==> src/hw/rtl/mtt_pkg.sv <==
package mtt_pkg;

  localparam int unsigned MaxDim    = 1024;
  localparam int unsigned DimW      = 11;
  localparam int unsigned CountW    = 10;
  localparam int unsigned OffsetW   = 20;
  localparam int unsigned ValueW    = 32;
  localparam int unsigned InDataW   = 32;
  localparam int unsigned OutDataW  = 56;
  localparam int unsigned ProdW     = 21;

  typedef enum logic [1:0] {
    REG_TEX_WIDTH   = 2'd0,
    REG_TEX_HEIGHT  = 2'd1,
    REG_BGRA_ORDER  = 2'd2,
    REG_WIDE_FORMAT = 2'd3
  } cfg_index_t;

  // Settings as the datapath sees them, dimensions already clamped.
  typedef struct packed {
    logic [DimW-1:0] width;
    logic [DimW-1:0] height;
    logic            bgra;
    logic            wide;
  } mtt_cfg_t;

  // One pixel between the scan stage and the pack stage.
  typedef struct packed {
    logic [InDataW-1:0] bytes;
    logic [CountW-1:0]  col;
    logic [CountW-1:0]  out_row;
    logic               last;
  } pix_t;

  // Drops the low three bits and clamps the dimension to 8..MaxDim.
  function automatic logic [DimW-1:0] dim_effective(input logic [DimW-1:0] v);
    logic [DimW-1:0] t;
    t = {v[DimW-1:3], 3'b000};
    if (t == '0) begin
      t = DimW'(8);
    end else if (t > DimW'(MaxDim)) begin
      t = DimW'(MaxDim);
    end
    return t;
  endfunction

endpackage

==> src/hw/rtl/mtt_cfg_regs.sv <==
module mtt_cfg_regs (
  input  logic                         clk,
  input  logic                         rst,
  input  logic                         cfg_valid,
  output logic                         cfg_ready,
  input  mtt_pkg::cfg_index_t          cfg_index,
  input  logic [mtt_pkg::DimW-1:0]     cfg_data,
  output mtt_pkg::mtt_cfg_t            cfg
);
  import mtt_pkg::*;

  logic [DimW-1:0] tex_width;
  logic [DimW-1:0] tex_height;
  logic            bgra_order;
  logic            wide_format;

  assign cfg_ready = 1'b1;

  always_ff @(posedge clk) begin
    if (rst) begin
      tex_width   <= DimW'(8);
      tex_height  <= DimW'(8);
      bgra_order  <= 1'b0;
      wide_format <= 1'b0;
    end else if (cfg_valid) begin
      unique case (cfg_index)
        REG_TEX_WIDTH:   tex_width   <= cfg_data;
        REG_TEX_HEIGHT:  tex_height  <= cfg_data;
        REG_BGRA_ORDER:  bgra_order  <= cfg_data[0];
        REG_WIDE_FORMAT: wide_format <= cfg_data[0];
        default: ;
      endcase
    end
  end

  assign cfg.width  = dim_effective(tex_width);
  assign cfg.height = dim_effective(tex_height);
  assign cfg.bgra   = bgra_order;
  assign cfg.wide   = wide_format;

endmodule

==> src/hw/rtl/mtt_scan.sv <==
module mtt_scan (
  input  logic                         clk,
  input  logic                         rst,
  input  mtt_pkg::mtt_cfg_t            cfg,
  input  logic                         in_valid,
  output logic                         in_ready,
  input  logic [mtt_pkg::InDataW-1:0]  in_data,
  output logic                         pix_valid,
  input  logic                         pix_ready,
  output mtt_pkg::pix_t                pix
);
  import mtt_pkg::*;

  logic [CountW-1:0] column_count;
  logic [CountW-1:0] row_count;
  logic [CountW-1:0] col_last;
  logic [CountW-1:0] row_last;
  logic [CountW-1:0] col_clamped;
  logic [CountW-1:0] row_clamped;
  logic              row_end;
  logic              frame_end;
  logic              take;

  assign col_last    = CountW'(cfg.width - DimW'(1));
  assign row_last    = CountW'(cfg.height - DimW'(1));
  assign col_clamped = (column_count < col_last) ? column_count : col_last;
  assign row_clamped = (row_count < row_last) ? row_count : row_last;
  assign row_end     = column_count >= col_last;
  assign frame_end   = row_end && (row_count >= row_last);

  assign in_ready = !pix_valid || pix_ready;
  assign take     = in_valid && in_ready;

  always_ff @(posedge clk) begin
    if (rst) begin
      pix_valid    <= 1'b0;
      column_count <= '0;
      row_count    <= '0;
    end else begin
      if (in_ready) begin
        pix_valid <= in_valid;
      end
      if (take) begin
        priority if (frame_end) begin
          column_count <= '0;
          row_count    <= '0;
        end else if (row_end) begin
          column_count <= '0;
          row_count    <= row_count + CountW'(1);
        end else begin
          column_count <= column_count + CountW'(1);
        end
      end
    end
  end

  always_ff @(posedge clk) begin
    if (take) begin
      pix.bytes   <= in_data;
      pix.col     <= col_clamped;
      pix.out_row <= row_last - row_clamped;
      pix.last    <= frame_end;
    end
  end

endmodule

==> src/hw/rtl/mtt_pack.sv <==
module mtt_pack (
  input  logic                          clk,
  input  logic                          rst,
  input  mtt_pkg::mtt_cfg_t             cfg,
  input  logic                          pix_valid,
  output logic                          pix_ready,
  input  mtt_pkg::pix_t                 pix,
  output logic                          out_valid,
  input  logic                          out_ready,
  output logic [mtt_pkg::OutDataW-1:0]  out_data,
  output logic                          out_last
);
  import mtt_pkg::*;

  logic [7:0]         red;
  logic [7:0]         green;
  logic [7:0]         blue;
  logic [7:0]         alpha;
  logic [ValueW-1:0]  value;
  logic [5:0]         morton;
  logic [ProdW-1:0]   row_base;
  logic [ProdW-1:0]   sum;
  logic               take;

  assign red   = cfg.bgra ? pix.bytes[23:16] : pix.bytes[7:0];
  assign green = pix.bytes[15:8];
  assign blue  = cfg.bgra ? pix.bytes[7:0] : pix.bytes[23:16];
  assign alpha = pix.bytes[31:24];

  assign value = cfg.wide ? {red, green, blue, alpha}
                          : {16'h0000, red[7:4], green[7:4], blue[7:4], alpha[7:4]};

  // Within a tile, column bits sit on the even positions and row bits on the odd ones.
  assign morton = {pix.out_row[2], pix.col[2], pix.out_row[1], pix.col[1],
                   pix.out_row[0], pix.col[0]};

  assign row_base = {ProdW'(pix.out_row[CountW-1:3]) * ProdW'(cfg.width)} << 3;
  assign sum      = row_base + ProdW'({pix.col[CountW-1:3], 6'b000000}) + ProdW'(morton);

  assign pix_ready = !out_valid || out_ready;
  assign take      = pix_valid && pix_ready;

  always_ff @(posedge clk) begin
    if (rst) begin
      out_valid <= 1'b0;
    end else if (pix_ready) begin
      out_valid <= pix_valid;
    end
  end

  always_ff @(posedge clk) begin
    if (take) begin
      out_data <= {4'h0, value, sum[OffsetW-1:0]};
      out_last <= pix.last;
    end
  end

endmodule

==> src/hw/rtl/morton_texture_tiler_unit.sv <==
// Converts a stream of row-ordered pixels, bottom row first, into texels for an
// 8x8 Morton-tiled texture store, one pixel per clock while the output is not
// stalled. Each input word carries one pixel; each output word carries the
// texel's word offset and its packed value, and tlast marks the final pixel of
// the texture, after which the column and row counters start over. Each pixel
// passes through a scan stage that steps the counters and flips the row, then a
// pack stage with the one row-base multiply and the byte packing. Both stages
// hold a word while the output is stalled, so the block keeps taking pixels
// until both are full. Dimensions are rounded down to a multiple of eight and
// clamped to 8..1024. Configure only while no pixel is in flight.
module morton_texture_tiler_unit (
  input  logic                          clk,
  input  logic                          rst,
  input  logic                          s_axis_tvalid,
  output logic                          s_axis_tready,
  // byte_zero, byte_one, byte_two, byte_three
  input  logic [mtt_pkg::InDataW-1:0]   s_axis_tdata,
  output logic                          m_axis_tvalid,
  input  logic                          m_axis_tready,
  // texel_offset[19:0], texel_value[51:20], zero fill[55:52]
  output logic [mtt_pkg::OutDataW-1:0]  m_axis_tdata,
  output logic                          m_axis_tlast,
  input  logic                          cfg_valid,
  output logic                          cfg_ready,
  input  mtt_pkg::cfg_index_t           cfg_index,
  input  logic [mtt_pkg::DimW-1:0]      cfg_data
);
  import mtt_pkg::*;

  mtt_cfg_t cfg;
  pix_t     pix;
  logic     pix_valid;
  logic     pix_ready;

  mtt_cfg_regs u_cfg (
    .clk       (clk),
    .rst       (rst),
    .cfg_valid (cfg_valid),
    .cfg_ready (cfg_ready),
    .cfg_index (cfg_index),
    .cfg_data  (cfg_data),
    .cfg       (cfg)
  );

  mtt_scan u_scan (
    .clk       (clk),
    .rst       (rst),
    .cfg       (cfg),
    .in_valid  (s_axis_tvalid),
    .in_ready  (s_axis_tready),
    .in_data   (s_axis_tdata),
    .pix_valid (pix_valid),
    .pix_ready (pix_ready),
    .pix       (pix)
  );

  mtt_pack u_pack (
    .clk       (clk),
    .rst       (rst),
    .cfg       (cfg),
    .pix_valid (pix_valid),
    .pix_ready (pix_ready),
    .pix       (pix),
    .out_valid (m_axis_tvalid),
    .out_ready (m_axis_tready),
    .out_data  (m_axis_tdata),
    .out_last  (m_axis_tlast)
  );

endmodule

==> config.mk <==
export PLATFORM = sky130hd
export DESIGN_NAME = morton_texture_tiler_unit
export DESIGN_NICKNAME = d
export VERILOG_FILES = /design/src/hw/rtl/mtt_pkg.sv /design/src/hw/rtl/mtt_cfg_regs.sv /design/src/hw/rtl/mtt_scan.sv /design/src/hw/rtl/mtt_pack.sv /design/src/hw/rtl/morton_texture_tiler_unit.sv
export SDC_FILE = /design/constraint.sdc
export NUM_CORES = 1
export LEC_CHECK = 0
export BUFFER_PORTS_ARGS = -buffer_cell sky130_fd_sc_hd__buf_2
export CORE_MARGIN = 2
export CORE_UTILIZATION = 60
export DETAILED_ROUTE_END_ITERATION = 8
export GPL_TIMING_DRIVEN = 0
export PLACE_DENSITY = 0.83
export RECOVER_POWER = 100
export SLEW_MARGIN = 20
export SYNTH_ARGS = -nofsm -noshare
export SYNTH_HDL_FRONTEND = slang
export SYNTH_HIERARCHICAL = 1
export SYNTH_SLANG_ARGS = --single-unit
==> constraint.sdc <==
create_clock -name clk -period 8.2 [get_ports clk]
set_input_delay 0.82 -clock clk [delete_from_list [all_inputs] [get_ports clk]]
set_output_delay 0.82 -clock clk [all_outputs]
set_load 0.03 [all_outputs]
==> results.sh, run 1 <==
export IMPL_worst_slack_ns=1.399
export IMPL_numCtsBuffers=17
export IMPL_num_nets_final=1254
export IMPL_max_cap_violations=2
export IMPL_slew_headroom_pct=-133.2
export IMPL_drive_above_1_share_pct=12.11
export IMPL_rows=47
export IMPL_grt_use_total_pct=24.70
export IMPL_wirelength_mm=20.96
export IMPL_hold_violations=0
export IMPL_rsz0062_at_grt="false"
export IMPL_setup_tns_ns=0
export IMPL_hold_class="register to register"
export IMPL_clockBufferDepth=2
export IMPL_regArea_um2=3984
export IMPL_clock_latency_ns=0.43
export IMPL_cts_setup_buffers=0
export IMPL_p_per_area_nw_per_um2=279.0
export IMPL_first_pass_iters=5
export IMPL_clkSinkCount=146
export IMPL_worstMarginPinSlew_ns=3.498
export IMPL_postCtsHoldBufs=0
export IMPL_port_buffers=102
export IMPL_start_util_pct=61.69
export IMPL_n_antenna_cell=0
export IMPL_crit_fanout=10
export IMPL_path_clk_slew_ns=0.07
export IMPL_tritoncts="built"
export IMPL_wl_per_cell_um=15.90
export IMPL_gp_congestion=0.8647
export IMPL_yosys_warnings=6
export IMPL_area_growth_pct=12.31
export IMPL_grt_max_degree=62
export IMPL_syn_avg_cell_area_um2=10.74
export IMPL_routed_via_density=5.520
export IMPL_grt_pass1_wl_mm=35.39
export IMPL_cts_resized=0
export IMPL_endpoint_kind="register"
export IMPL_ios=110
export IMPL_min_period_over_period_pct=82.94
export IMPL_status="finished, violations left"
export IMPL_dp_hpwl_mm=15.38
export IMPL_grt_overflow=0
export IMPL_vias=7276
export IMPL_dieArea_um2=18180
export IMPL_fin_crit_ns=6.801
export IMPL_antenna_found_initial=0
export IMPL_cp_data_required_time_ns=8.38
export IMPL_cts_root_buffer="clkbuf_16"
export IMPL_die_h_um=134.8
export IMPL_finalSetupViolCount=0
export IMPL_violations="capacitance limit, slew limit"
export IMPL_startpoint_type="register"
export IMPL_p_leak_uw=0.004861
export IMPL_grt_pass1_vias=7439
export IMPL_clock_fmax_mhz=147.0
export IMPL_crit_type="register to register"
export IMPL_ir_drop_v=0.0003047
export IMPL_fillerInstances=1220
export IMPL_place_ws_ns=1.497
export IMPL_clock_skew_ns=0.01094
export IMPL_crit_arrival_ns=6.98
export IMPL_drc=0
export IMPL_fp_coreArea_um2=16640
export IMPL_multi_input_area_um2=5689
export IMPL_die_x_um=134.8
export IMPL_final_util_pct=69.29
export IMPL_netlist_area_um2=10270
export IMPL_report_final_slew_viol_count=116
export IMPL_synthCells=956
export IMPL_finalPower_uw=3218
export IMPL_drt_iter0_markers=446
export IMPL_h_tree_depth=4
export IMPL_detail_route_antenna_nets=0
==> sequential cells by signal, summed over array words and instances, names as in the netlist <==
signal               count
u_pack/out_last          1
u_pack/out_valid         1
u_cfg/tex_width          8
u_scan/column_count     10
u_scan/pix              53
u_cfg/bgra_order         1
u_pack/out_data         52
u_scan/pix_valid         1
u_cfg/wide_format        1
u_scan/row_count        10
u_cfg/tex_height         8
==> metrics by stage <==
stage | instance area, um2 | hold WS (ns) | instances
floorplan | 10300 | 0.4003 | 964
global placement | 11080 | 0.4015 | 1286
detailed placement | 11090 | 0.4045 | 1286
CTS | 11680 | 0.4194 | 1318
global route | 11530 | 0.4328 | 1318
finish | 11530 | 0.4186 | 1318
==> layout by cell type, fill, tap and decap left out, drive strengths merged, types with 6 or more instances in the layout <==
master / n
and2: 70
fa: 45
xnor2: 44
buf: 62
nor2: 49
nand2: 53
a21o: 10
or3: 6
dfxtp: 40
nand2b: 35
mux2: 10
edfxtp: 106
clkbuf: 97
xor2: 15
inv: 91
a21oi: 40
o21ai: 22
nor2b: 25
conb: 11
o311ai: 10
nand3: 31
mux2i: 48
ha: 74
o211ai: 7
nor3: 12
==> per-layer routing <==
metal	track usage, %	vias up	share of wire (%)	wire length (um)
li1	-	3554	-	-
met1	30.69	3476	43	8946
met2	42.58	202	50	10430
met3	4.354	44	5.0	1043
met4	10.41	0	2.6	543
met5	0	-	0	0
==> final cells by class <==
cell class / instances / share of cell area (%)
Timing Repair Buffer: 102 / 3.819
Sequential cell: 146 / 34.55
Tap cell: 220 / 2.387
Inverter: 87 / 2.832
Clock buffer: 20 / 3.874
Buffer: 38 / 1.931
Clock inverter: 12 / 1.270
Multi-Input combinational cell: 693 / 49.34
==> critical path, cell delays in order (launching register included) <==
cell	delay (ns)
dfxtp_1	0.32
or4_1	0.55
o41ai_2	0.88
and2_0	0.28
fa_1	0.40
inv_1	0.08
fa_1	0.15
inv_1	0.05
fa_1	0.53
inv_1	0.05
fa_1	0.52
inv_1	0.04
ha_1	0.33
a21oi_1	0.23
o21ai_0	0.21
a21o_2	0.26
a211oi_1	0.22
a21oi_1	0.08
ha_1	0.39
and3_1	0.18
o211ai_1	0.11
a21boi_0	0.17
o21ai_0	0.09
a221o_1	0.31
xnor2_1	0.13
==> power breakdown <==
part	switching (uW)	internal (uW)
clock	322	462
combinational	887	595
sequential	28.1	924
==> final timing paths <==
kind | start | endpoint | slack, ns | cells after the start
max reg2reg | u_cfg/tex_width[7] | u_pack/out_data[14] | 1.40 | 24
max | u_cfg/tex_width[7] | u_pack/out_data[14] | 1.40 | 24
min | u_scan/pix[12] | u_pack/out_data[2] | 0.42 | 0
min reg2reg | u_scan/pix[12] | u_pack/out_data[2] | 0.42 | 0
Power figures use the tool's default switching activity.
==> run 2, diff against run 1 <==
==> constraint.sdc (replaced) <==
create_clock -name clk -period 6.71 [get_ports clk]
set_input_delay 0.671 -clock clk [delete_from_list [all_inputs] [get_ports clk]]
set_output_delay 0.671 -clock clk [all_outputs]
set_load 0.03 [all_outputs]
==> run 2 against run 1 <==
Against the previous run:
- the flow still finishes with violations (capacitance limit, slew limit)
- critical path type unchanged
- critical path depth shrank 5
- count of clock-buffer cells in the layout is the same
- power grew 23%
- sequential share of layout area shrank 0.12 points
- final cell count grew 0.15%
- clock power grew 22%
- worst hold slack lost 0.0039 ns
- cell area grew 0.36%
- combinational power grew 25%
- utilization grew 0.25 points
==> results.sh, run 2 (synthesized netlist as in run 1, its figures left out) <==
export IMPL_place_inst=1286
export IMPL_numCtsBuffers=17
export IMPL_max_cap_violations=2
export IMPL_instances_no_fill=1320
export IMPL_grt_pass1_vias=7442
export IMPL_design_area_um2=11570
export IMPL_hold_violations=0
export IMPL_slew_headroom_pct=-134.8
export IMPL_fin_crit_ns=6.335
export IMPL_finalSetupViolCount=0
export IMPL_status="finished, violations left"
export IMPL_startpoint_type="register"
export IMPL_placed_area_um2=11090
export IMPL_rows=47
export IMPL_ios=110
export IMPL_top_register="u_scan/pix"
export IMPL_tritoncts="built"
export IMPL_drive_above_1_share_pct=12.64
export IMPL_violations="capacitance limit, slew limit"
export IMPL_num_nets_final=1256
export IMPL_start_util_pct=61.69
export IMPL_routed_via_density=5.560
export IMPL_layout_commonest_cell="edfxtp_1"
export IMPL_holdWs_ns=0.4148
export IMPL_port_buffers=102
export IMPL_die_h_um=134.8
export IMPL_grt_use_total_pct=24.72
export IMPL_hold_class="input pin to register"
export IMPL_largest_registers="u_scan/pix (53), u_pack/out_data (52)"
export IMPL_largest_register_ffs=53
export IMPL_clockBufferDepth=2
export IMPL_layout_common_cells="edfxtp_1, inv_1, clkbuf_1, ha_1, and2_1"
export IMPL_wirelength_mm=21.11
export IMPL_wl_per_cell_um=15.99
export IMPL_fp_coreArea_um2=16640
export IMPL_rsz0062_at_grt="false"
export IMPL_grt_max_degree=62
export IMPL_path_clk_slew_ns=0.07
export IMPL_finalPower_uw=3969
export IMPL_clock_skew_ns=0.01131
export IMPL_first_pass_iters=5
export IMPL_grt_overflow=0
export IMPL_antenna_found_initial=0
export IMPL_drt_iter0_markers=436
export IMPL_gp_congestion=0.8647
export IMPL_worstMarginPinSlew_ns=3.522
export IMPL_crit_fanout=7
export IMPL_vias=7339
export IMPL_cp_data_required_time_ns=6.89
export IMPL_cts_root_buffer="clkbuf_16"
export IMPL_dieArea_um2=18180
export IMPL_dp_hpwl_mm=15.38
export IMPL_grt_pass1_wl_mm=35.41
export IMPL_detail_route_antenna_nets=0
export IMPL_n_antenna_cell=0
export IMPL_endpoint_kind="register"
export IMPL_p_per_area_nw_per_um2=342.9
export IMPL_die_x_um=134.8
export IMPL_report_final_slew_viol_count=116
export IMPL_min_period_over_period_pct=94.42
export IMPL_clock_latency_ns=0.43
export IMPL_clkSinkCount=146
export IMPL_crit_arrival_ns=6.52
export IMPL_crit_type="register to register"
export IMPL_area_growth_pct=12.71
export IMPL_drc=0
export IMPL_ir_drop_v=0.0004034
export IMPL_clock_fmax_mhz=157.8
export IMPL_h_tree_depth=4
export IMPL_p_leak_uw=0.004884
export IMPL_setup_tns_ns=0
[run 2: critical path, cell delays in order, from the launching register on]
cell      delay [ns]
dfxtp_1         0.32
or4_1           0.59
o41ai_4         0.58
and2_1          0.23
fa_1            0.44
fa_1            0.51
fa_1            0.55
inv_1           0.05
fa_1            0.54
inv_1           0.04
ha_1            0.37
o21ai_0         0.14
nor2_2          0.21
a21oi_1         0.13
ha_1            0.38
clkbuf_4        0.16
nand2_1         0.04
o21ai_0         0.49
nand4_2         0.17
xnor2_1         0.15
[run 2: path summary, 6_finish.rpt]
check                startpoint             endpoint  slack, ns  cells past startpoint
max reg2reg  u_cfg/tex_width[7]  u_pack/out_data[19]       0.37                     19
max          u_cfg/tex_width[7]  u_pack/out_data[19]       0.37                     19
min            s_axis_tdata[11]       u_scan/pix[32]       0.41                      1
min reg2reg      u_scan/pix[11]   u_pack/out_data[0]       0.42                      0
[run 2: final cells by class]
class                           instances  area, um2
Buffer                                 38      224.0
Clock buffer                           20      446.7
Clock inverter                         12      146.4
Fill cell                            1217       5070
Inverter                               87      326.6
Multi-Input combinational cell        693       5718
Sequential cell                       146       3984
Tap cell                              220      275.3
Timing Repair Buffer                  104      451.7
[run 2: metal layers]
metal	track usage, %	vias up	share of wire (%)
met5	0	-	0
met4	10.41	0	2.6
met3	4.354	49	4.6
met2	42.58	215	50
met1	30.74	3517	43
li1	-	3558	-
[run 2: timing repair]
| action | in CTS | in global routing |
|---|---|---|
| gates resized for setup | 1 | 4 |
| hold buffers | 0 | 0 |
| buffers inserted | 0 | 2 |
| pin swaps | 0 | 3 |
| setup endpoints to repair | 1 | 1 |
[run 2: report_power, final]
part           internal, uW  switching [uW]
Combinational           745            1100
Sequential             1130            34.9
Clock                   565             394
Total                  2440            1530
[run 2: per-stage QoR]
stage	setup WS [ns]	utilization, %
detailed placement	0.007205	66.61
finish	0.3746	69.54
global route	0.01574	69.54
global placement	0.1068	66.60
floorplan	0.7588	-
CTS	0.2133	70.24
==> run 3, diff against run 2 <==
--- a/config.mk
+++ b/config.mk
@@ -5,8 +5,8 @@
 export SDC_FILE = /design/constraint.sdc
 export NUM_CORES = 1
 export LEC_CHECK = 0
+export ABC_AREA = 1
 export BUFFER_PORTS_ARGS = -buffer_cell sky130_fd_sc_hd__buf_2
-export CORE_MARGIN = 2
 export CORE_UTILIZATION = 60
 export DETAILED_ROUTE_END_ITERATION = 8
 export GPL_TIMING_DRIVEN = 0
==> run 3 against run 2 <==
Against the previous run:
- the run still ends with capacitance limit, slew limit left
- sequential cell count is the same
- first-iteration DRC count grew 44%
- combinational power fell by 13%
- register-to-register slack better by 0.15 ns
- worst hold slack got worse by 0.00098 ns
- critical path type unchanged
- highest routed layer unchanged
==> results.sh, run 3 <==
export IMPL_crit_type="register to register"
export IMPL_ios=110
export IMPL_numCtsBuffers=17
export IMPL_dp_hpwl_mm=16.74
export IMPL_worst_hold_path_num_cells=1
export IMPL_rsz0062_at_grt="false"
export IMPL_placed_area_um2=11310
export IMPL_report_final_slew_viol_count=34
export IMPL_min_period_over_period_pct=92.15
export IMPL_cp_common_cell="nand2_1"
export IMPL_wl_per_cell_um=14.36
export IMPL_grt_max_degree=34
export IMPL_drt_iter0_markers=626
export IMPL_largest_register_ffs=53
export IMPL_n_antenna_cell=0
export IMPL_timing_reg2reg_setup_slack_ns=0.53
export IMPL_synthCells=1230
export IMPL_clock_fmax_mhz=161.7
export IMPL_status="finished, violations left"
export IMPL_yosys_warnings=6
export IMPL_netlist_area_um2=10400
export IMPL_drc=0
export IMPL_clock_latency_ns=0.43
export IMPL_clock_skew_ns=0.009774
export IMPL_setup_tns_ns=0
export IMPL_design_area_um2=11670
export IMPL_tritoncts="built"
export IMPL_layout_common_cells="nand2_1, inv_1, nor2_1, edfxtp_1, clkbuf_1"
export IMPL_detail_route_antenna_nets=0
export IMPL_grt_pass1_vias=8357
export IMPL_num_nets_final=1531
export IMPL_h_tree_depth=4
export IMPL_grt_pass1_wl_mm=37.68
export IMPL_top_register="u_scan/pix"
export IMPL_hold_violations=0
export IMPL_first_pass_iters=5
export IMPL_drive_above_1_share_pct=10.84
export IMPL_worstMarginPinSlew_ns=1.820
export IMPL_ir_drop_v=0.0003331
export IMPL_wirelength_mm=22.90
export IMPL_grt_overflow=0
export IMPL_vias=8351
export IMPL_cts_root_buffer="clkbuf_16"
export IMPL_p_leak_uw=0.005768
export IMPL_crit_fanout=11
export IMPL_area_growth_pct=12.16
export IMPL_postCtsHoldBufs=0
export IMPL_worstRegToRegCells=30
export IMPL_startpoint_type="register"
export IMPL_slew_headroom_pct=-21.30
export IMPL_path_clk_slew_ns=0.07
export IMPL_clockBufferDepth=2
export IMPL_clkSinkCount=146
export IMPL_hold_class="input pin to register"
export IMPL_cp_data_required_time_ns=6.90
export IMPL_violations="capacitance limit, slew limit"
export IMPL_p_per_area_nw_per_um2=318.2
export IMPL_port_buffers=102
export IMPL_die_h_um=133.7
export IMPL_crit_arrival_ns=6.37
export IMPL_grt_use_total_pct=26.81
export IMPL_max_cap_violations=1
export IMPL_fin_crit_ns=6.183
export IMPL_syn_avg_cell_area_um2=8.458
export IMPL_endpoint_kind="register"
export IMPL_finalSetupViolCount=0
export IMPL_die_x_um=133.7
export IMPL_gp_congestion=0.8468
export IMPL_critical_path_slowest_cell="nor2_1"
export IMPL_rows=47
export IMPL_fp_coreArea_um2=16760
export IMPL_dieArea_um2=17870
export IMPL_max_stage_delay_ns=0.78
export IMPL_routed_via_density=5.236
export IMPL_largest_registers="u_scan/pix (53), u_pack/out_data (52)"
export IMPL_start_util_pct=62.08
export IMPL_antenna_found_initial=0
export IMPL_layout_commonest_cell="nand2_1"
run 3: timing repair:
action                     4_1_cts  5_1_grt
setup buffers                    0        0
resized for setup                0        1
setup endpoints to repair        0        1
run 3: per-stage QoR:
step	power (uW)	setup slack, ns	util, %	hold slack [ns]	cells
3_3_place_gp	2702	0.7386	66.94	0.4028	1560
4_1_cts	3729	0.6210	71.05	0.4087	1595
2_1_floorplan	2463	1.338	-	0.4003	1238
3_5_place_dp	2756	0.6206	67.47	0.4114	1563
5_1_grt	3965	0.05060	69.62	0.3985	1595
6_report	3713	0.5266	69.62	0.4138	1595
run 3: path summary, 6_finish.rpt:
check	start	endpoint
hold / removal	s_axis_tdata[11]	u_scan/pix[32]
hold reg to reg	u_scan/pix[0]	u_pack/out_last
setup reg to reg	u_cfg/tex_width[9]	u_pack/out_data[19]
setup / recovery	u_cfg/tex_width[9]	u_pack/out_data[19]
run 3: per-layer routing:
metal  vias to the layer above  routed length [um]  global-route usage (%)
met5                         -                   0                       0
met4                         0                 762                   12.63
met3                        70                1339                   5.137
met2                       288               11450                   47.95
met1                      3900                9346                   30.83
li1                       4093                   -                       -
run 3: where the power goes:
| part | leakage (uW) | total, uW | switching (uW) | internal, uW |
|---|---|---|---|---|
| Clock | 0.000278 | 964 | 406 | 558 |
| Sequential | 0.00136 | 1140 | 30.4 | 1110 |
| Combinational | 0.00413 | 1610 | 1020 | 581 |
| Total | 0.00577 | 3710 | 1460 | 2250 |
run 3: final cells by class:
class	count	area, um2
Inverter	240	905.9
Tap cell	220	275.3
Sequential cell	146	3984
Multi-Input combinational cell	820	5288
Fill cell	1302	5091
Buffer	32	165.2
Timing Repair Buffer	105	450.4
Clock buffer	17	425.4
Clock inverter	15	175.2
run 3: worst max-delay path: cells and delay by family, from the launching register on:
kind            cells  cell delay [ns]
xor+xnor            1             0.08
compound gates      1             0.15
flops               1             0.35
buf+inv             4             0.28
simple gates       18             2.33
fa+ha+maj           6             2.77
